`src/rtl/core/tspg_pkg.sv`:
```
// tspg_pkg: shared constants, types and state codes of the time smoothing
// penalty and gradient block; no dependencies
`default_nettype none

package tspg_pkg;

  localparam int MaxComponents = 32;
  localparam int MaxLevels     = 1024;

  localparam int CompW  = $clog2(MaxComponents);      // component index
  localparam int CplW   = 6;                          // components_per_level register
  localparam int LevelW = $clog2(MaxLevels);          // level index
  localparam int NlW    = 11;                         // level_count register
  localparam int WgtW   = 16;                         // Q4.12 weights
  localparam int ValW   = 16;                         // Q8.8 inputs
  localparam int DevW   = ValW + 1;                   // deviation
  localparam int GradW  = 48;
  localparam int AccW   = 64;
  localparam int TotalW = AccW - 1;
  localparam int CfgIdxW  = 2;
  localparam int CfgDataW = 16;

  typedef enum logic [CfgIdxW-1:0] {
    CFG_COMPONENTS   = 2'd0,
    CFG_LEVELS       = 2'd1,
    CFG_VALUE_WEIGHT = 2'd2,
    CFG_DIFF_WEIGHT  = 2'd3
  } tspg_cfg_idx_e;

  typedef enum logic [2:0] {
    S_IDLE,
    S_CALC1,
    S_CALC2,
    S_CALC3,
    S_CALC4,
    S_FLUSH_RD,
    S_FLUSH_EMIT
  } tspg_state_e;

  // controller to datapath
  typedef struct packed {
    logic              load_in;     // request taken, capture deviation, read stores
    logic              calc1;
    logic              calc2;
    logic              calc3;       // also writes the stores
    logic              calc4;
    logic              has_prev;    // level above zero
    logic              flush_rd;
    logic              flush_emit;
    logic              flush_last;
    logic              acc_clear;
    logic [CompW-1:0]  addr;
    logic [LevelW-1:0] level;
    logic [WgtW-1:0]   value_weight;
    logic [WgtW-1:0]   diff_weight;
  } tspg_cmd_t;

  // datapath to controller
  typedef struct packed {
    logic out_free;
  } tspg_status_t;

endpackage

`default_nettype wire

```
`src/rtl/core/tspg_ctrl.sv`:
```
// tspg_ctrl: configuration registers, level/component counters and the
// sequencing state machine; depends on tspg_pkg
`default_nettype none

module tspg_ctrl import tspg_pkg::*; (
  input  wire logic                clk_i,
  input  wire logic                rst_ni,
  input  wire logic                cfg_we_i,
  input  wire logic [CfgIdxW-1:0]  cfg_index_i,
  input  wire logic [CfgDataW-1:0] cfg_data_i,
  input  wire logic                in_valid_i,
  output      logic                in_ready_o,
  input  wire tspg_status_t        status_i,
  output      tspg_cmd_t           cmd_o
);

  tspg_state_e       state_q, state_d;
  logic [CplW-1:0]   cpl_q;
  logic [NlW-1:0]    nl_q;
  logic [WgtW-1:0]   vw_q, dw_q;
  logic [CompW-1:0]  comp_q, comp_d;
  logic [LevelW-1:0] lvl_q, lvl_d;
  logic [CompW-1:0]  fl_q, fl_d;

  logic [CplW-1:0]   cpl_eff;
  logic [NlW-1:0]    nl_eff;
  logic [CplW-1:0]   comp_ext, comp_inc, fl_inc;
  logic [NlW-1:0]    lvl_ext, lvl_inc;
  logic              restart_need;
  logic              in_fire;

  // zero is used as one, oversized values clamp to the maximum
  always_comb begin
    if (cpl_q == '0) begin
      cpl_eff = CplW'(1);
    end else if (cpl_q > CplW'(MaxComponents)) begin
      cpl_eff = CplW'(MaxComponents);
    end else begin
      cpl_eff = cpl_q;
    end
    if (nl_q == '0) begin
      nl_eff = NlW'(1);
    end else if (nl_q > NlW'(MaxLevels)) begin
      nl_eff = NlW'(MaxLevels);
    end else begin
      nl_eff = nl_q;
    end
  end

  assign comp_ext     = {{(CplW-CompW){1'b0}}, comp_q};
  assign comp_inc     = comp_ext + CplW'(1);
  assign fl_inc       = {{(CplW-CompW){1'b0}}, fl_q} + CplW'(1);
  assign lvl_ext      = {{(NlW-LevelW){1'b0}}, lvl_q};
  assign lvl_inc      = lvl_ext + NlW'(1);
  assign restart_need = (comp_ext >= cpl_eff) || (lvl_ext >= nl_eff);
  assign in_ready_o   = (state_q == S_IDLE) && !cfg_we_i;
  assign in_fire      = in_valid_i && in_ready_o;

  always_ff @(posedge clk_i or negedge rst_ni) begin
    if (!rst_ni) begin
      cpl_q <= CplW'(1);
      nl_q  <= NlW'(1);
      vw_q  <= '0;
      dw_q  <= '0;
    end else if (cfg_we_i) begin
      case (tspg_cfg_idx_e'(cfg_index_i))
        CFG_COMPONENTS:   cpl_q <= cfg_data_i[CplW-1:0];
        CFG_LEVELS:       nl_q  <= cfg_data_i[NlW-1:0];
        CFG_VALUE_WEIGHT: vw_q  <= cfg_data_i[WgtW-1:0];
        CFG_DIFF_WEIGHT:  dw_q  <= cfg_data_i[WgtW-1:0];
        default: ;
      endcase
    end
  end

  always_ff @(posedge clk_i or negedge rst_ni) begin
    if (!rst_ni) begin
      state_q <= S_IDLE;
      comp_q  <= '0;
      lvl_q   <= '0;
      fl_q    <= '0;
    end else begin
      state_q <= state_d;
      comp_q  <= comp_d;
      lvl_q   <= lvl_d;
      fl_q    <= fl_d;
    end
  end

  always_comb begin
    state_d = state_q;
    comp_d  = comp_q;
    lvl_d   = lvl_q;
    fl_d    = fl_q;
    cmd_o   = '0;
    cmd_o.value_weight = vw_q;
    cmd_o.diff_weight  = dw_q;
    cmd_o.has_prev     = (lvl_q != '0);
    cmd_o.addr         = comp_q;
    cmd_o.level        = lvl_q - LevelW'(1);

    case (state_q)
      S_IDLE: begin
        if (in_fire) begin
          cmd_o.load_in = 1'b1;
          if (restart_need) begin
            comp_d          = '0;
            lvl_d           = '0;
            cmd_o.addr      = '0;
            cmd_o.acc_clear = 1'b1;
          end
          state_d = S_CALC1;
        end
      end
      S_CALC1: begin
        cmd_o.calc1 = 1'b1;
        state_d     = S_CALC2;
      end
      S_CALC2: begin
        cmd_o.calc2 = 1'b1;
        state_d     = S_CALC3;
      end
      S_CALC3: begin
        // the gradient of the level above waits for a free output register
        if (!cmd_o.has_prev || status_i.out_free) begin
          cmd_o.calc3 = 1'b1;
          state_d     = S_CALC4;
        end
      end
      S_CALC4: begin
        cmd_o.calc4 = 1'b1;
        if (comp_inc >= cpl_eff) begin
          comp_d = '0;
          if (lvl_inc >= nl_eff) begin
            lvl_d   = '0;
            fl_d    = '0;
            state_d = S_FLUSH_RD;
          end else begin
            lvl_d   = lvl_inc[LevelW-1:0];
            state_d = S_IDLE;
          end
        end else begin
          comp_d  = comp_inc[CompW-1:0];
          state_d = S_IDLE;
        end
      end
      S_FLUSH_RD: begin
        cmd_o.flush_rd = 1'b1;
        cmd_o.addr     = fl_q;
        state_d        = S_FLUSH_EMIT;
      end
      S_FLUSH_EMIT: begin
        cmd_o.addr  = fl_q;
        cmd_o.level = LevelW'(nl_eff - NlW'(1));
        if (status_i.out_free) begin
          cmd_o.flush_emit = 1'b1;
          if (fl_inc >= cpl_eff) begin
            cmd_o.flush_last = 1'b1;
            cmd_o.acc_clear  = 1'b1;
            state_d          = S_IDLE;
          end else begin
            fl_d    = fl_inc[CompW-1:0];
            state_d = S_FLUSH_RD;
          end
        end
      end
      default: state_d = S_IDLE;
    endcase

    // any register write restarts the set
    if (cfg_we_i) begin
      state_d         = S_IDLE;
      comp_d          = '0;
      lvl_d           = '0;
      fl_d            = '0;
      cmd_o.acc_clear = 1'b1;
    end
  end

  a_comp_in_range: assert property (@(posedge clk_i) disable iff (!rst_ni)
    comp_ext < cpl_eff)
    else $error("component counter beyond components per level");

  a_emit_needs_room: assert property (@(posedge clk_i) disable iff (!rst_ni)
    (cmd_o.calc3 && cmd_o.has_prev) || cmd_o.flush_emit |-> status_i.out_free)
    else $error("result loaded into a full output register");

  a_accept_starts: assert property (@(posedge clk_i) disable iff (!rst_ni)
    in_fire |=> state_q == S_CALC1)
    else $error("accepted request did not start the sequence");

  a_final_restarts: assert property (@(posedge clk_i) disable iff (!rst_ni)
    cmd_o.flush_last |=> (comp_q == '0) && (lvl_q == '0) && (state_q == S_IDLE))
    else $error("set not restarted after final result");

endmodule

`default_nettype wire

```
`config.mk`:
```
export PLATFORM = sky130hd
export DESIGN_NAME = tspg_ctrl
export DESIGN_NICKNAME = d
export VERILOG_FILES = /design/src/rtl/core/tspg_pkg.sv /design/src/rtl/core/tspg_ctrl.sv
export SDC_FILE = /design/constraint.sdc
export NUM_CORES = 1
export LEC_CHECK = 0
export ABC_CLOCK_PERIOD_IN_PS = 6200
export BUFFER_PORTS_ARGS = -buffer_cell sky130_fd_sc_hd__buf_2
export CAP_MARGIN = 20
export CORE_MARGIN = 1.5
export CORE_UTILIZATION = 32
export DETAILED_ROUTE_END_ITERATION = 6
export SLEW_MARGIN = 40
export SYNTH_ARGS = -nofsm -noshare
export SYNTH_HDL_FRONTEND = slang
export SYNTH_SLANG_ARGS = --single-unit
export TNS_END_PERCENT = 50
```
`constraint.sdc`:
```
create_clock -name clk_i -period 6.2 [get_ports clk_i]
set_input_delay 1.24 -clock clk_i [delete_from_list [all_inputs] [get_ports clk_i]]
set_output_delay 1.24 -clock clk_i [all_outputs]
set_load 0.05 [all_outputs]
```
==> results of run 1 <==
## synthesized netlist by cell type, types with 9 or more instances
library cell	number	share of area
xnor2_1	17	0.031
nor3_1	10	0.010
o21ai_0	11	0.011
nand3_1	15	0.016
dfrtp_1	70	0.37
a21o_1	9	0.014
clkbuf_1	14	0.011
ha_1	44	0.12
a21oi_1	20	0.021
nor2_1	35	0.027
inv_1	24	0.019
nand2_1	44	0.035
mux2_2	49	0.12
o21ai_1	12	0.013
## path summary, 6_finish.rpt
path | cells past startpoint | endpoint | slack, ps
max | 11 | cmd_o[46] | 1160
min | 1 | dw_q[11] | 500
max reg2reg | 10 | fl_q[0] | 2510
min reg2reg | 1 | dw_q[11] | 500
max in group asynchronous | 2 | vw_q[11] | 4740
min in group asynchronous | 2 | dw_q[0] | 1010
## area by class of cell
type | instances | area [sq um]
flip-flops and latches | 72 | 1800
repair buffers | 83 | 430
clock inverters | 3 | 42.5
fillers | 1431 | 8910
multi-input cells | 368 | 2810
inverters | 25 | 93.8
clock buffers | 13 | 260
well taps | 184 | 230
## flip-flops by register name (all words and copies together) (netlist names)
| register | flops |
|---|---|
| vw_q | 16 |
| comp_q | 5 |
| lvl_q | 10 |
| cpl_q | 6 |
| dw_q | 16 |
| fl_q | 5 |
| nl_q | 11 |
| state_q | 3 |
## metal layers
layer	track usage	up-vias
met5	0	-
met4	0.0548	0
met3	0.0415	16
met2	0.247	133
met1	0.216	1951
li1	-	1915
## power breakdown
group | switching, mW | internal (mW) | total (mW)
Combinational | 0.366 | 0.171 | 0.538
Clock | 0.195 | 0.333 | 0.527
Sequential | 0.0570 | 0.538 | 0.595
## logic make-up (layout without fill, tap and decap cells)
group / Yosys count / count (layout) / synth area share
mux: 55 / 55 / 0.128
flops: 72 / 72 / 0.377
buf+inv: 46 / 124 / 0.0389
xor+xnor: 24 / 24 / 0.0439
fa+ha+maj: 44 / 44 / 0.115
compound gates: 97 / 97 / 0.141
simple gates: 148 / 148 / 0.157
## stage by stage
step / hold WS, ps / instances / power, mW
finish: 503 / 748 / 1.66
global route: 516 / 748 / 1.74
CTS: 501 / 748 / 1.68
detailed placement: 488 / 732 / 1.14
global placement: 485 / 731 / 1.12
floorplan: 494 / 486 / 0.998
## worst max-delay path, delay by kind of cell (launching register included)
kind | cells | cell delay (ps)
AND/OR/NAND/NOR | 5 | 1380
AO/OA/AOI/OAI | 4 | 1140
flip-flops | 1 | 400
buffers and inverters | 1 | 290
adder cells (fa/ha/maj) | 1 | 270
==> impl_results.md, run 1 <==
* WP data arrival at around 3800 ps
* DR top layer: met4
* Remaining global-route overflow at 0
* Peak supply drop at ~0.17 mV
* Routed vias at about 4000
* Tmin final at approximately 5000 ps
* #FFs+latches synth at 72
* Worst-path clk slew at 50 ps
* Die Y at approximately 130 um
* Setup crit start kind: flip-flop
* Antenna Cells at 0
* Fin Clk Skew at between 8 and 9 ps
* Slowest Stage Delay on Critical Path at approximately 680 ps
* WL met2 at about 5.5 mm
* Layout cells sized above 1 at 0.284
* RSZ-0062 raised after global routing: no
* Final WS setup at 1160 ps
* Die Area at ~16000 sq um
* Core Util, Final at 0.389
* Pwr dens at a little under 300 nW/um^2
* Layout area overhead at 18.5%
* Core Area at approximately 15000 sq um
* Worst Setup End Kind: primary output
* First-pass GRT wire length at about 20 mm
* Placed inst area at around 5400 sq um
* Post-Syn Area at around 4800 sq um
* Initial antenna violation count at 0
* Post-CTS resize count at 0
* CTS tree: yes
* Drt wl/cell at approximately 16 um
* Tot GR Track Use at 0.159
* CP max FO at 6
* Hold WC Path Type: reg -> reg
* Mapped Cells at 486
* HP Start: dw_q[11]
* Total Wirelength at approximately 12 mm
* CTS hold repair buffers at 0
* Final Wtd Congestion at ~0.87
* DP HPWL at 9.38 mm
* Worst skew pair latency at around 340 ps
* Fin. max-slew vios at 0
* Vias in the first global route at between 4000 and 5000
* Num ports at just over 80
* Crit path max-delay cell type: o31ai_1
* Synth Net Count at 553
* Post-synth cell types at 66
* Most frequent cells in the layout: buf_2, dfrtp_1, mux2_2, nand2_1, ha_1
* Final hold vios at 0
* H-tree Lvls at 3
* Most common cell after layout, fill and taps aside: buf_2
* Wl on met1 at between 5 and 6 mm
* Critical path, cell by cell: or4_4 > or4_4 > a21oi_4 > ha_1 > nand3_1 > or3_1 > o21ai_2 > o31ai_1 > nand2_1 > o21ai_1 > buf_2
* Residual DRC at 0
* First drt pass iteration count at 4
* Clock sink count at 72
* Sequential fraction of the synthesis area at 0.377
* Dpl ws at 1510 ps
* Met3 Routed Length at about 1000 um
* I/O Buffers at 80
* Root Driver: clkbuf_16
* Largest net degree at the start of global routing at 73
* Post-DRT Antenna Nets at 0
* Yosys warning count at 0
* Setup Fix Bufs, Post-CTS at 0
* Avg Vias per Cell at about 5.4
* Die X at approximately 130 um
* Syn Area/Cell at 9.85 sq um
* Main synth FF type: dfrtp_1
* Max_cap viols at 0
* Setup-failing EPs final at 0
* CP most frequent cell: or4_4
* Worst Max-Slew Pin Slew at 851 ps
* Worst setup path start: nl_q[6]
* Critical Path RT at between 4000 and 5000 ps
* Clock buffer count from CTS at 9
* Asr flop ratio synth at 1.00
* Num rows at 44
* Post-synth EDFFs at 0
* Status: finished, final reports clean
* Slew HR at 0.431
* Reg2reg start: nl_q[6]
* Maximum operating frequency at about 200 MHz
* Crit Path Category: reg -> out
* Initial core utilization at 0.328
* CTS max path bufs at 2
* Initial DRC count at between 150 and 200
* Fin nets at ~630
* Leak Pwr at approximately 2.7 nW
* Final period util at 0.813
* Final Instance Area at around 5700 sq um
* Setup_tns at 0 ps
Power figures use the tool's default switching activity.
==> run 2: changes to the inputs <==
--- a/config.mk
+++ b/config.mk
@@ -5,7 +5,8 @@
 export SDC_FILE = /design/constraint.sdc
 export NUM_CORES = 1
 export LEC_CHECK = 0
-export ABC_CLOCK_PERIOD_IN_PS = 6200
+export ABC_AREA = 1
+export ABC_CLOCK_PERIOD_IN_PS = 4100
 export BUFFER_PORTS_ARGS = -buffer_cell sky130_fd_sc_hd__buf_2
 export CAP_MARGIN = 20
 export CORE_MARGIN = 1.5
==> constraint.sdc (replaced) <==
create_clock -name clk_i -period 4.1 [get_ports clk_i]
set_input_delay 0.82 -clock clk_i [delete_from_list [all_inputs] [get_ports clk_i]]
set_output_delay 0.82 -clock clk_i [all_outputs]
set_load 0.05 [all_outputs]
==> impl_results.md, run 2 <==
* Largest registers: dw_q (16), vw_q (16), nl_q (11)
* Worst Max-Slew Pin Slew at 674 ps (-177 ps)
* Die Y at 125 um (about the same)
* Worst-path clk slew at 60 ps (about the same)
* Core Area at 14600 sq um (unchanged)
* Post-synth cell types at 32 (-52%)
* Post-DRT Antenna Nets at 0 (unchanged)
* Most frequent cells after synthesis: nand2_1, inv_1, dfrtp_1
* Tot GR Track Use at 0.167 (+0.00775)
* Vias in the first global route at 4091 (+1.7%)
* Setup crit start kind: flip-flop
* Main synth FF type: dfrtp_1
* Clock buffer count from CTS at 9 (unchanged)
* Asr flop ratio synth at 1.00 (unchanged)
* M3 GR Usage at 0.0501 (+0.00856)
* First drt pass iteration count at 5 (+1)
* Slowest Stage Delay on Critical Path at 390 ps (-290 ps)
* Root Driver: clkbuf_16
* Sw frac at 0.388 (+0.0156)
* Fill cells at 1537 (+7.4%)
* Top post-synthesis cells by area: dfrtp_1, nand2_1, ha_1
* Crit path buf inv count at 1 (unchanged)
* Residual DRC at 0 (unchanged)
* Clock sink count at 72 (unchanged)
* Routed vias at 4370 (+8.8%)
* Most frequent cells in the layout: nand2_1, inv_1, buf_2, dfrtp_1, o21ai_0
* R2r endpoint: fl_q[3]
* #FFs+latches synth at 72 (unchanged)
* Clock share of power at 0.344 (+0.026)
* RSZ-0062 raised after global routing: yes
* Design Power at 2.39 mW (+44%)
* Critical Path RT at 3280 ps (-1680 ps)
* Initial core utilization at 0.328 (about the same)
* Max_cap viols at 0 (unchanged)
* Most common cell in the netlist: nand2_1
* Pwr dens at 420 nW/um^2 (+44%)
* Layout cells sized above 1 at 0.162 (-0.122)
* NetSw at 0.927 mW (+50%)
* Setup-failing EPs final at 0 (unchanged)
* Met1 global-route usage at 0.241 (+0.0249)
* Sequential fraction of the synthesis area at 0.377 (about the same)
* R2R setup slack at 870 ps (-1640 ps)
* Post-synth EDFFs at 0 (unchanged)
* Status: finished, final reports clean
* Post-Syn Area at 4790 sq um (about the same)
* Part of the power in registers at 0.358 (about the same)
* Fin nets at 803 (+28%)
* Antenna Cells at 0 (unchanged)
* Synth Net Count at 727 (+31%)
* Largest net degree at the start of global routing at 73 (unchanged)
* Avg Vias per Cell at 4.72 (-12%)
* Crit Path Category: reg -> out
* Layout area overhead at 18.8%
* DP HPWL at 9.39 mm (+0.12%)
* Post-CTS resize count at 0 (unchanged)
* Critical path depth in cells at 14 (+3)
* Drt wl/cell at 13.5 um (-18%)
* Most common cell after layout, fill and taps aside: nand2_1
* Leak Pwr at 3.17 nW (+18%)
* CTS max path bufs at 2 (unchanged)
* CTS tree: yes
* CP max FO at 4 (-2)
* Met2 Usage GRT at 0.241 (-0.00514)
* Yosys warning count at 0 (unchanged)
* Reg2reg start: lvl_q[2]
* Num rows at 44 (unchanged)
* Worst skew pair latency at 350 ps (about the same)
* Tmin final at about 3800 ps
* Mapped Cells at 660 (+36%)
* Final Wtd Congestion at 0.892 (+2.3%)
* Fin. max-slew vios at 0 (unchanged)
* Worst setup path start: cpl_q[2]
* Maximum operating frequency at 265 MHz
* Fin Clk Skew at 5.75 ps (-2.49 ps)
* Peak supply drop at 0.311 mV (+82%)
* CTS hold repair buffers at 0 (unchanged)
* Delay-heaviest family, CP: simple AND/OR/NAND/NOR gates
* Critical path, cell by cell: nor3_1 > nand2_1 > o21ai_0 > ha_1 > o21ai_0 > nand2_1 > nand2_1 > nand3_1 > nor2_1 > nand2_1 > nand2_1 > nand2_1 > o21ai_0 > buf_2
* Syn Area/Cell at 7.26 sq um (-26%)
* Die Area at 15700 sq um (about the same)
* Gate power share at 0.298 (-0.026)
* Initial antenna violation count at 0 (unchanged)
* Post-synth top area cell: dfrtp_1
* I/O Buffers at 80 (unchanged)
* Setup Fix Bufs, Post-CTS at 0 (unchanged)
* Slew HR at 0.551 (+0.120)
* Total Wirelength at 12.5 mm (+0.93%)
* Busiest layer in global routing: met2
* Yosys top cell area share at 0.366 (about the same)
* Final hold vios at 0 (unchanged)
* Hold_ws at 464 ps (-39.6 ps)
* Pint at 1.47 mW (+41%)
* WP data arrival at 2950 ps (-850 ps)
* Worst-case reg-to-reg path depth at 16 (+6)
* First-pass GRT wire length at 20.9 mm (+3.4%)
* Worst Setup End Kind: primary output
* Hold WC Path Type: in -> async
* Final period util at 0.919
* Crit path max-delay cell type: dfrtp_1
* CP most frequent cell: nand2_1
* Initial DRC count at 270 (+51%)
* Die X at 125 um (about the same)
* Num ports at 81 (unchanged)
* Remaining global-route overflow at 0 (unchanged)
* H-tree Lvls at 3 (unchanged)
-- run 2: cell count changes after synthesis, sizes merged, moves of 14 or more --
cell and delta:
nand2 +166, inv +60, nand3 +22, nand4 +14, xnor2 -14, nor2 +17, o21ai +52, mux2 -50
-- run 2: area by class of cell --
type | instances | area (sq um) | area share
Timing Repair Buffer | 82 | 427 | 0.0749
Inverter | 84 | 315 | 0.0554
Clock buffer | 11 | 243 | 0.0426
Tap cell | 184 | 230 | 0.0404
Sequential cell | 72 | 1800 | 0.317
Clock inverter | 5 | 63.8 | 0.0112
Multi-Input combinational cell | 487 | 2610 | 0.458
-- run 2: through the flow --
step / cell area (sq um) / cells / worst slack (ps) / util / TNS [ps]
2_1_floorplan: 4790 / 660 / 270 / - / 0
3_3_place_gp: 5360 / 909 / 728 / 0.367 / 0
3_5_place_dp: 5370 / 909 / 634 / 0.368 / 0
4_1_cts: 5680 / 925 / 241 / 0.389 / 0
5_1_grt: 5690 / 925 / -10.3 / 0.390 / -10.3
6_report: 5690 / 925 / 330 / 0.390 / 0
-- run 2: how the worst max path moves through the flow --
stage,to,slack [ps]
2_1_floorplan,cmd_o[42],270
3_3_place_gp,cmd_o[46],730
3_5_place_dp,cmd_o[46],630
4_1_cts,cmd_o[46],240
5_1_grt,cmd_o[42],-10
6_report,cmd_o[44],330
-- run 2: cells by family after synthesis --
| logic type | synth area share |
|---|---|
| xor gates and xnor gates | 0.0238 |
| buffers and inverters | 0.0823 |
| AOI/OAI and AO/OA | 0.105 |
| adders and majority gates | 0.115 |
| and+or+nand+nor | 0.297 |
| DFF | 0.377 |
-- run 2: power groups by stage --
stage	Combinational, mW	Sequential [mW]	Clock [mW]
final	0.713	0.857	0.824
after global routing	0.787	0.868	0.871
after CTS	0.716	0.856	0.845
after detailed placement	0.715	0.865	0
after global placement	0.711	0.863	0
after floorplan	0.350	1.04	0
-- run 2: per-layer routing --
| metal | vias up | routed length, um |
|---|---|---|
| met5 | - | 0 |
| met4 | 0 | 148 |
| met3 | 10 | 791 |
| met2 | 127 | 5020 |
| met1 | 1950 | 6490 |
| li1 | 2283 | - |
